**src/rtl/pat_pkg.sv**
```systemverilog
package pat_pkg;

    localparam int MAX_PAGES  = 256;
    localparam int MAX_FRAMES = 64;
    localparam int ADDR_BITS  = 20;

    localparam int PAGE_W   = $clog2(MAX_PAGES);
    localparam int FRAME_W  = $clog2(MAX_FRAMES);
    localparam int SHIFT_W  = 4;
    localparam int PCOUNT_W = 9;
    localparam int FCOUNT_W = 7;
    localparam int MAX_SHIFT = 12;
    localparam int OFF_W    = MAX_SHIFT;
    localparam int CNT_W    = 32;
    localparam int CFG_IDX_W  = 2;
    localparam int CFG_DATA_W = 9;

    localparam logic [SHIFT_W-1:0]  SHIFT_RESET  = SHIFT_W'(8);
    localparam logic [PCOUNT_W-1:0] PCOUNT_RESET = PCOUNT_W'(256);
    localparam logic [FCOUNT_W-1:0] FCOUNT_RESET = FCOUNT_W'(64);

    typedef enum logic [CFG_IDX_W-1:0] {
        CFG_PAGE_SHIFT  = 2'd0,
        CFG_PAGE_COUNT  = 2'd1,
        CFG_FRAME_COUNT = 2'd2
    } cfg_index_t;

    typedef enum logic [1:0] {
        ST_HIT     = 2'd0,
        ST_FREE    = 2'd1,
        ST_EVICT   = 2'd2,
        ST_INVALID = 2'd3
    } status_t;

    // Configuration after clamping to the legal ranges.
    typedef struct packed {
        logic [SHIFT_W-1:0]  shift;
        logic [PCOUNT_W-1:0] pages;
        logic [FCOUNT_W-1:0] frames;
    } cfg_t;

endpackage

```
**src/rtl/pat_ram.sv**
```systemverilog
module pat_ram #(
    parameter int WIDTH = 8,
    parameter int DEPTH = 64
) (
    input  logic                     clk,
    input  logic                     wr_en,
    input  logic [$clog2(DEPTH)-1:0] wr_addr,
    input  logic [WIDTH-1:0]         wr_data,
    input  logic                     rd_en,
    input  logic [$clog2(DEPTH)-1:0] rd_addr,
    output logic [WIDTH-1:0]         rd_data
);

    logic [WIDTH-1:0] mem [DEPTH];

    always_ff @(posedge clk)
    begin
        if (wr_en)
        begin
            mem[wr_addr] <= wr_data;
        end
    end

    // Read data holds until the next read enable.
    always_ff @(posedge clk)
    begin
        if (rd_en)
        begin
            rd_data <= mem[rd_addr];
        end
    end

endmodule

```
**src/rtl/pat_cfg.sv**
```systemverilog
module pat_cfg
    import pat_pkg::*;
(
    input  logic                  clk,
    input  logic                  rst_n,
    input  logic                  cfg_valid,
    output logic                  cfg_ready,
    input  logic [CFG_IDX_W-1:0]  cfg_index,
    input  logic [CFG_DATA_W-1:0] cfg_data,
    output cfg_t                  cfg
);

    logic [SHIFT_W-1:0]  shift_reg,  shift_next;
    logic [PCOUNT_W-1:0] pcount_reg, pcount_next;
    logic [FCOUNT_W-1:0] fcount_reg, fcount_next;

    assign cfg_ready = 1'b1;

    always_comb
    begin
        shift_next  = shift_reg;
        pcount_next = pcount_reg;
        fcount_next = fcount_reg;
        if (cfg_valid)
        begin
            unique case (cfg_index_t'(cfg_index))
                CFG_PAGE_SHIFT:  shift_next  = cfg_data[SHIFT_W-1:0];
                CFG_PAGE_COUNT:  pcount_next = cfg_data[PCOUNT_W-1:0];
                CFG_FRAME_COUNT: fcount_next = cfg_data[FCOUNT_W-1:0];
                default:         ;
            endcase
        end
    end

    always_ff @(posedge clk or negedge rst_n)
    begin
        if (!rst_n)
        begin
            shift_reg  <= SHIFT_RESET;
            pcount_reg <= PCOUNT_RESET;
            fcount_reg <= FCOUNT_RESET;
        end
        else
        begin
            shift_reg  <= shift_next;
            pcount_reg <= pcount_next;
            fcount_reg <= fcount_next;
        end
    end

    always_comb
    begin
        cfg.shift  = (shift_reg > SHIFT_W'(MAX_SHIFT)) ? SHIFT_W'(MAX_SHIFT) : shift_reg;
        cfg.pages  = (pcount_reg > PCOUNT_W'(MAX_PAGES)) ? PCOUNT_W'(MAX_PAGES) : pcount_reg;
        if (fcount_reg == '0)
        begin
            cfg.frames = FCOUNT_W'(1);
        end
        else if (fcount_reg > FCOUNT_W'(MAX_FRAMES))
        begin
            cfg.frames = FCOUNT_W'(MAX_FRAMES);
        end
        else
        begin
            cfg.frames = fcount_reg;
        end
    end

endmodule

```
**src/rtl/fifo_paged_address_translator.sv**
```systemverilog
// Each accepted item first reads its page entry and ring slot from the memories;
// the decision and write-back follow once the output register is free or being
// read, and only then is a new item taken. An item may be accepted while the
// previous result still waits on the output.
// Reset clears the page valid bits, the ring pointers, the totals and restores
// the default configuration; the memories themselves need no clearing pass.
module fifo_paged_address_translator
    import pat_pkg::*;
(
    input  logic                  clk,
    input  logic                  rst_n,
    input  logic                  s_axis_tvalid,
    output logic                  s_axis_tready,
    input  logic [23:0]           s_axis_tdata,  // virtual_address[19:0], zero pad
    output logic                  m_axis_tvalid,
    input  logic                  m_axis_tready,
    // status[1:0], physical_address[21:2], frame_used[27:22], evicted_page[35:28],
    // hit_total[67:36], fault_total[99:68], zero pad
    output logic [103:0]          m_axis_tdata,
    input  logic                  cfg_valid,
    output logic                  cfg_ready,
    input  logic [CFG_IDX_W-1:0]  cfg_index,
    input  logic [CFG_DATA_W-1:0] cfg_data
);

    cfg_t cfg;

    logic                 busy_reg, busy_next;
    logic [PAGE_W-1:0]    page_reg;
    logic [OFF_W-1:0]     off_reg;
    logic                 inval_reg;
    logic                 resident_reg;
    logic [MAX_PAGES-1:0] valid_reg, valid_next;
    logic [FRAME_W-1:0]   head_reg, head_next;
    logic [FCOUNT_W-1:0]  filled_reg, filled_next;
    logic [CNT_W-1:0]     hits_reg, hits_next;
    logic [CNT_W-1:0]     faults_reg, faults_next;

    logic                 out_valid_reg, out_valid_next;
    status_t              out_status_reg, status_c;
    logic [ADDR_BITS-1:0] out_pa_reg, pa_c;
    logic [FRAME_W-1:0]   out_frame_reg, frame_c;
    logic [PAGE_W-1:0]    out_evict_reg, evict_c;

    logic                 in_acc;
    logic                 finish;
    logic [ADDR_BITS-1:0] va;
    logic [ADDR_BITS-1:0] page_full;
    logic [OFF_W-1:0]     off_c;

    logic                 pf_wr_en;
    logic [FRAME_W-1:0]   pf_rdata;
    logic                 ring_wr_en;
    logic [FRAME_W-1:0]   ring_wr_addr;
    logic [PAGE_W-1:0]    ring_rdata;

    pat_cfg u_cfg (
        .clk       (clk),
        .rst_n     (rst_n),
        .cfg_valid (cfg_valid),
        .cfg_ready (cfg_ready),
        .cfg_index (cfg_index),
        .cfg_data  (cfg_data),
        .cfg       (cfg)
    );

    // Page number to frame.
    pat_ram #(
        .WIDTH (FRAME_W),
        .DEPTH (MAX_PAGES)
    ) u_page_frame (
        .clk     (clk),
        .wr_en   (pf_wr_en),
        .wr_addr (page_reg),
        .wr_data (frame_c),
        .rd_en   (in_acc),
        .rd_addr (page_full[PAGE_W-1:0]),
        .rd_data (pf_rdata)
    );

    // Load order ring; slot s always owns frame s.
    pat_ram #(
        .WIDTH (PAGE_W),
        .DEPTH (MAX_FRAMES)
    ) u_ring (
        .clk     (clk),
        .wr_en   (ring_wr_en),
        .wr_addr (ring_wr_addr),
        .wr_data (page_reg),
        .rd_en   (in_acc),
        .rd_addr (head_reg),
        .rd_data (ring_rdata)
    );

    assign s_axis_tready = !busy_reg;
    assign in_acc        = s_axis_tvalid && s_axis_tready;
    assign finish        = busy_reg && (!out_valid_reg || m_axis_tready);

    assign va        = s_axis_tdata[ADDR_BITS-1:0];
    assign page_full = va >> cfg.shift;
    assign off_c     = va[OFF_W-1:0] & ~({OFF_W{1'b1}} << cfg.shift);

    always_ff @(posedge clk)
    begin
        if (in_acc)
        begin
            page_reg     <= page_full[PAGE_W-1:0];
            off_reg      <= off_c;
            inval_reg    <= page_full >= ADDR_BITS'(cfg.pages);
            resident_reg <= valid_reg[page_full[PAGE_W-1:0]];
        end
    end

    always_comb
    begin
        status_c     = ST_INVALID;
        frame_c      = '0;
        evict_c      = '0;
        pf_wr_en     = 1'b0;
        ring_wr_en   = 1'b0;
        ring_wr_addr = head_reg;
        valid_next   = valid_reg;
        head_next    = head_reg;
        filled_next  = filled_reg;
        hits_next    = hits_reg;
        faults_next  = faults_reg;
        busy_next    = busy_reg;

        if (!inval_reg)
        begin
            if (resident_reg)
            begin
                status_c = ST_HIT;
                frame_c  = pf_rdata;
            end
            else if (filled_reg < cfg.frames)
            begin
                status_c     = ST_FREE;
                frame_c      = filled_reg[FRAME_W-1:0];
                ring_wr_addr = filled_reg[FRAME_W-1:0];
            end
            else
            begin
                status_c = ST_EVICT;
                frame_c  = head_reg;
                evict_c  = ring_rdata;
            end
        end

        pa_c = (ADDR_BITS'(frame_c) << cfg.shift) | ADDR_BITS'(off_reg);
        if (status_c == ST_INVALID)
        begin
            pa_c = '0;
        end

        if (finish)
        begin
            busy_next = 1'b0;
            case (status_c) inside
                ST_HIT:
                begin
                    if (hits_reg != '1)
                    begin
                        hits_next = hits_reg + 1'b1;
                    end
                end
                ST_FREE, ST_EVICT:
                begin
                    if (faults_reg != '1)
                    begin
                        faults_next = faults_reg + 1'b1;
                    end
                    pf_wr_en   = 1'b1;
                    ring_wr_en = 1'b1;
                    if (status_c == ST_FREE)
                    begin
                        filled_next = filled_reg + 1'b1;
                    end
                    else
                    begin
                        valid_next[ring_rdata] = 1'b0;
                        head_next = ((FCOUNT_W'(head_reg) + 1'b1) == filled_reg) ?
                                    '0 : head_reg + 1'b1;
                    end
                    valid_next[page_reg] = 1'b1;
                end
                default: ;
            endcase
        end
        if (in_acc)
        begin
            busy_next = 1'b1;
        end
    end

    always_comb
    begin
        out_valid_next = out_valid_reg;
        if (m_axis_tvalid && m_axis_tready)
        begin
            out_valid_next = 1'b0;
        end
        if (finish)
        begin
            out_valid_next = 1'b1;
        end
    end

    always_ff @(posedge clk or negedge rst_n)
    begin
        if (!rst_n)
        begin
            busy_reg      <= 1'b0;
            out_valid_reg <= 1'b0;
            valid_reg     <= '0;
            head_reg      <= '0;
            filled_reg    <= '0;
            hits_reg      <= '0;
            faults_reg    <= '0;
        end
        else
        begin
            busy_reg      <= busy_next;
            out_valid_reg <= out_valid_next;
            valid_reg     <= valid_next;
            head_reg      <= head_next;
            filled_reg    <= filled_next;
            hits_reg      <= hits_next;
            faults_reg    <= faults_next;
        end
    end

    always_ff @(posedge clk)
    begin
        if (finish)
        begin
            out_status_reg <= status_c;
            out_pa_reg     <= pa_c;
            out_frame_reg  <= frame_c;
            out_evict_reg  <= evict_c;
        end
    end

    assign m_axis_tvalid = out_valid_reg;
    assign m_axis_tdata  = {4'b0, faults_reg, hits_reg, out_evict_reg, out_frame_reg,
                            out_pa_reg, out_status_reg};

    assert property (@(posedge clk) disable iff (!rst_n)
        filled_reg <= FCOUNT_W'(MAX_FRAMES))
        else $error("more frames handed out than exist");

    assert property (@(posedge clk) disable iff (!rst_n)
        (filled_reg == '0) |-> (head_reg == '0))
        else $error("ring head moved before any frame was loaded");

    assert property (@(posedge clk) disable iff (!rst_n)
        (filled_reg != '0) |-> (FCOUNT_W'(head_reg) < filled_reg))
        else $error("ring head points beyond the loaded slots");

    assert property (@(posedge clk) disable iff (!rst_n)
        $rose(m_axis_tvalid) |-> $past(busy_reg))
        else $error("result presented without an item in flight");

    assert property (@(posedge clk) disable iff (!rst_n)
        (finish && status_c == ST_EVICT) |-> valid_reg[ring_rdata])
        else $error("evicting a page that is not resident");

endmodule

```
**config.mk**
```make
export PLATFORM = sky130hd
export DESIGN_NAME = fifo_paged_address_translator
export DESIGN_NICKNAME = d
export VERILOG_FILES = /design/src/rtl/pat_pkg.sv /design/src/rtl/pat_ram.sv /design/src/rtl/pat_cfg.sv /design/src/rtl/fifo_paged_address_translator.sv
export SDC_FILE = /design/constraint.sdc
export NUM_CORES = 2
export LEC_CHECK = 0
export ABC_AREA = 1
export BUFFER_PORTS_ARGS = -buffer_cell sky130_fd_sc_hd__buf_2
export CAP_MARGIN = 20
export CORE_UTILIZATION = 62
export DETAILED_ROUTE_END_ITERATION = 10
export PLACE_DENSITY_LB_ADDON = 0.12
export SLEW_MARGIN = 20
export SYNTH_ARGS = -nofsm -noshare
export SYNTH_HDL_FRONTEND = slang
export SYNTH_HIERARCHICAL = 1
export SYNTH_SLANG_ARGS = --single-unit
```
**constraint.sdc**
```tcl
create_clock -name clk -period 11 [get_ports clk]
set_input_delay 1.65 -clock clk [delete_from_list [all_inputs] [get_ports clk]]
set_output_delay 1.65 -clock clk [all_outputs]
set_load 0.01 [all_outputs]
```
==> qor.yml <==
grt:
  grt-ovfl-total: 0
  antenna_found_initial: 8
  grt_max_degree: 226
  gr-usage-all-layers_pct: 31.94
  grt_pass1_wl_mm: 422.1
  first_global_vias: 70740
layout:
  syn_to_final_growth_pct: 8.229
  regArea_um2: 72560
  multi_input_comb_area_um2: 29260
  final_area_um2: 115500
  fin_nets: 9853
  fillers: 12480
  layout-drive-gt1-share_pct: 6.521
  largest_reg_flops: 1536
run_status:
  status: "finished, final reports clean"
logic_synthesis:
  synth.cell_area_um2: 106700
  muxShareOfSynthArea_pct: 0
  synth_fa_ha_area_share_pct: 0.2228
  postSynthCellCount: 9946
  synth_edf_count: 2120
  synthMostInstantiatedCell: "nand2_1"
  yosys.area_share.simple_pct: 23.27
  synth-xor-area-share_pct: 0.6237
  synthTopCellsByCount: "2,815 x nand2_1, 2,244 x nand3_1, 2,120 x edfxtp_1"
  synth_top_family_by_area: "simple AND/OR/NAND/NOR gates"
  synth_top_area_cell: "edfxtp_1"
  synth-compound-area-share_pct: 3.156
  synth.yosys.seq_area_share_pct: 67.98
  async_flop_share_pct: 14.34
  yosysUniqueCellTypes: 52
  yosysTopAreaCellShare_pct: 59.65
  synth_seq_cells: 2475
  synth_ff_type: "edfxtp_1"
  ys_warn_count: 6
  synthTopCellsByArea: "edfxtp_1 60%, nand3_1 11%, nand2_1 9.9%"
  syn_avg_cell_area_um2: 10.73
drt:
  routed_via_density: 6.140
  drt_iter0_drc: 10280
  wl_per_cell_um: 22.81
  drt_pass1_iterations: 8
  antenna_left: 0
  vias: 75500
  drc: 0
  wl_mm: 280.5
clocking:
  cts_buffer_depth: 3
  clkTransAtPathRegs_ps: 60
  cts_resized: 0
  cts_made_buffers: 241
  cts_root_buffer: "clkbuf_16"
  cts_max_level: 4
  hold_buffers: 0
  post_cts_buffers: 0
  clk-insertion-delay-late_ps: 890
  cts_tree: "done"
  numClockSinks: 2475
power_and_ir_drop:
  total_power_mw: 27.32
  irDropWorstVdd_mv: 0.2096
  p_leak_nw: 43.35
  powerDensity_nw_per_um2: 236.5
sta:
  finalSetupTns_ps: 0
  finalMaxSlewViolations: 0
  max_slew_margin_pct: 7.942
  fin_ws_ps: 4430
  timing.final.crit_share_pct: 59.73
  finalClockSkew_ps: 33.17
  min_period_ps: 6570
  fmax_mhz: 152.2
  hold_viol_final: 0
  tightest_slew_ps: 1381
  setup_viol: 0
  rsz0062_at_grt: "no"
critical_path:
  path_max_fanout: 93
  cpPeakStageDelay_ps: 900
  cp_data_required_time_ps: 11740
  arrival_ps: 7310
  rrSetupSlack_ps: 4430
  end_kind: "flop"
  cp_common_cell: "nand3_1"
  crit_path_cell_trace: "a21boi_2, buf_4, inv_2, nand2_1, nand3_1, nand3_1, nand3_4, nand2_4, inv_8, buf_4, buf_4, nand2_1, nand3_1, nand3_1, nand3_1, nand3_1, nand2_1, nand2_1, nand3_1, nand3_1, nand2_1"
  critPathKind: "flop to flop"
  slowest_stage: "dfstp_2"
  critPathLaunchType: "flop"
floorplanning:
  dieHeight_um: 416.9
  pin_count: 147
  core_um2: 170200
  fp.dieArea_um2: 173800
  die_w_um: 416.9
  start_util_pct: 62.69
  rows: 151
placement:
  finalWeightedCongestion: 0.9567
  hpwl_mm: 158.9
  place_area_um2: 107700
  pre_cts_ws_ps: 4476
  portBuffers: 137
hold_path:
  min_path_type: "flop to flop"
flow_run:
  drv_cap: 0
## cell usage in the layout, fill, tap and decap left out, drive strengths merged, types with 76 or more instances in the layout
| cell | netlist | layout |
|---|---|---|
| nor2 | 497 | 497 |
| inv | 376 | 382 |
| buf | 444 | 240 |
| nand3b | 76 | 76 |
| nand2 | 2822 | 2822 |
| nand3 | 2248 | 2248 |
| clkinv | 2 | 109 |
| edfxtp | 2120 | 2120 |
| dfrtp | 352 | 352 |
| o21ai | 545 | 545 |
| clkbuf | 194 | 307 |
## worst paths after layout
kind | start | end | cells after the start
hold / removal | u_cfg/shift_reg[0]$_DFFE_PN0P_ | u_cfg/shift_reg[0]$_DFFE_PN0P_ | 2
hold reg to reg | u_cfg/shift_reg[0]$_DFFE_PN0P_ | u_cfg/shift_reg[0]$_DFFE_PN0P_ | 2
min in group asynchronous | rst_n | valid_reg[63]$_DFFE_PN0P_ | 1
setup reg to reg | u_cfg/shift_reg[3]$_DFFE_PN1P_ | u_page_frame/rd_data[3]$_DFFE_PP_ | 21
max in group asynchronous | rst_n | head_reg[1]$_DFFE_PN0P_ | 2
setup / recovery | u_cfg/shift_reg[3]$_DFFE_PN1P_ | u_page_frame/rd_data[3]$_DFFE_PP_ | 21
## cell families after synthesis
| logic type | after synthesis |
|---|---|
| simple gates | 5725 |
| other cells | 2 |
| xor+xnor | 76 |
| compound gates | 633 |
| buf+inv | 1016 |
| flops | 2475 |
| fa+ha+maj | 19 |
## area by class of cell
class	count	share of cell area, %
clock buffer	307	5.580
multi-input combinational	6458	25.33
antenna	4	0.008666
clock inverter	140	1.108
inverter	378	1.260
sequential	2475	62.82
tap	2295	2.486
timing repair buffer	240	1.411
## per-stage QoR
step           hold WS (ps)  util, %  instances
2_1_floorplan         446.8        -       9949
3_3_place_gp          463.3    63.27      11840
3_5_place_dp          467.1    63.27      11840
4_1_cts               482.5    67.81      12290
5_1_grt               505.6    67.85      12290
6_report              481.3    67.85      12300
## power breakdown
group          internal [mW]  leakage (nW)  switching (mW)  total [mW]
Clock                   4.61          3.77            3.47        8.08
Sequential              10.9          24.2           0.234        11.2
Combinational           1.98          15.4            6.09        8.07
Total                   17.5          43.3            9.80        27.3
## worst max-delay path: cells and delay by family, from the launching register on
kind | cells | cell delay [ps]
AND/OR/NAND/NOR | 15 | 2570
flip-flops | 1 | 900
AO/OA/AOI/OAI | 1 | 90
buffers and inverters | 5 | 2660
## layer usage
| layer | vias to the layer above | part of all wire, % | track usage [%] |
|---|---|---|---|
| met5 | - | 0.0064 | 0 |
| met4 | 4 | 3.9 | 12.71 |
| met3 | 581 | 11 | 6.300 |
| met2 | 4233 | 45 | 48.71 |
| met1 | 36460 | 40 | 45.56 |
| li1 | 34220 | - | - |
Note: power is estimated with default switching activity, not from simulation.
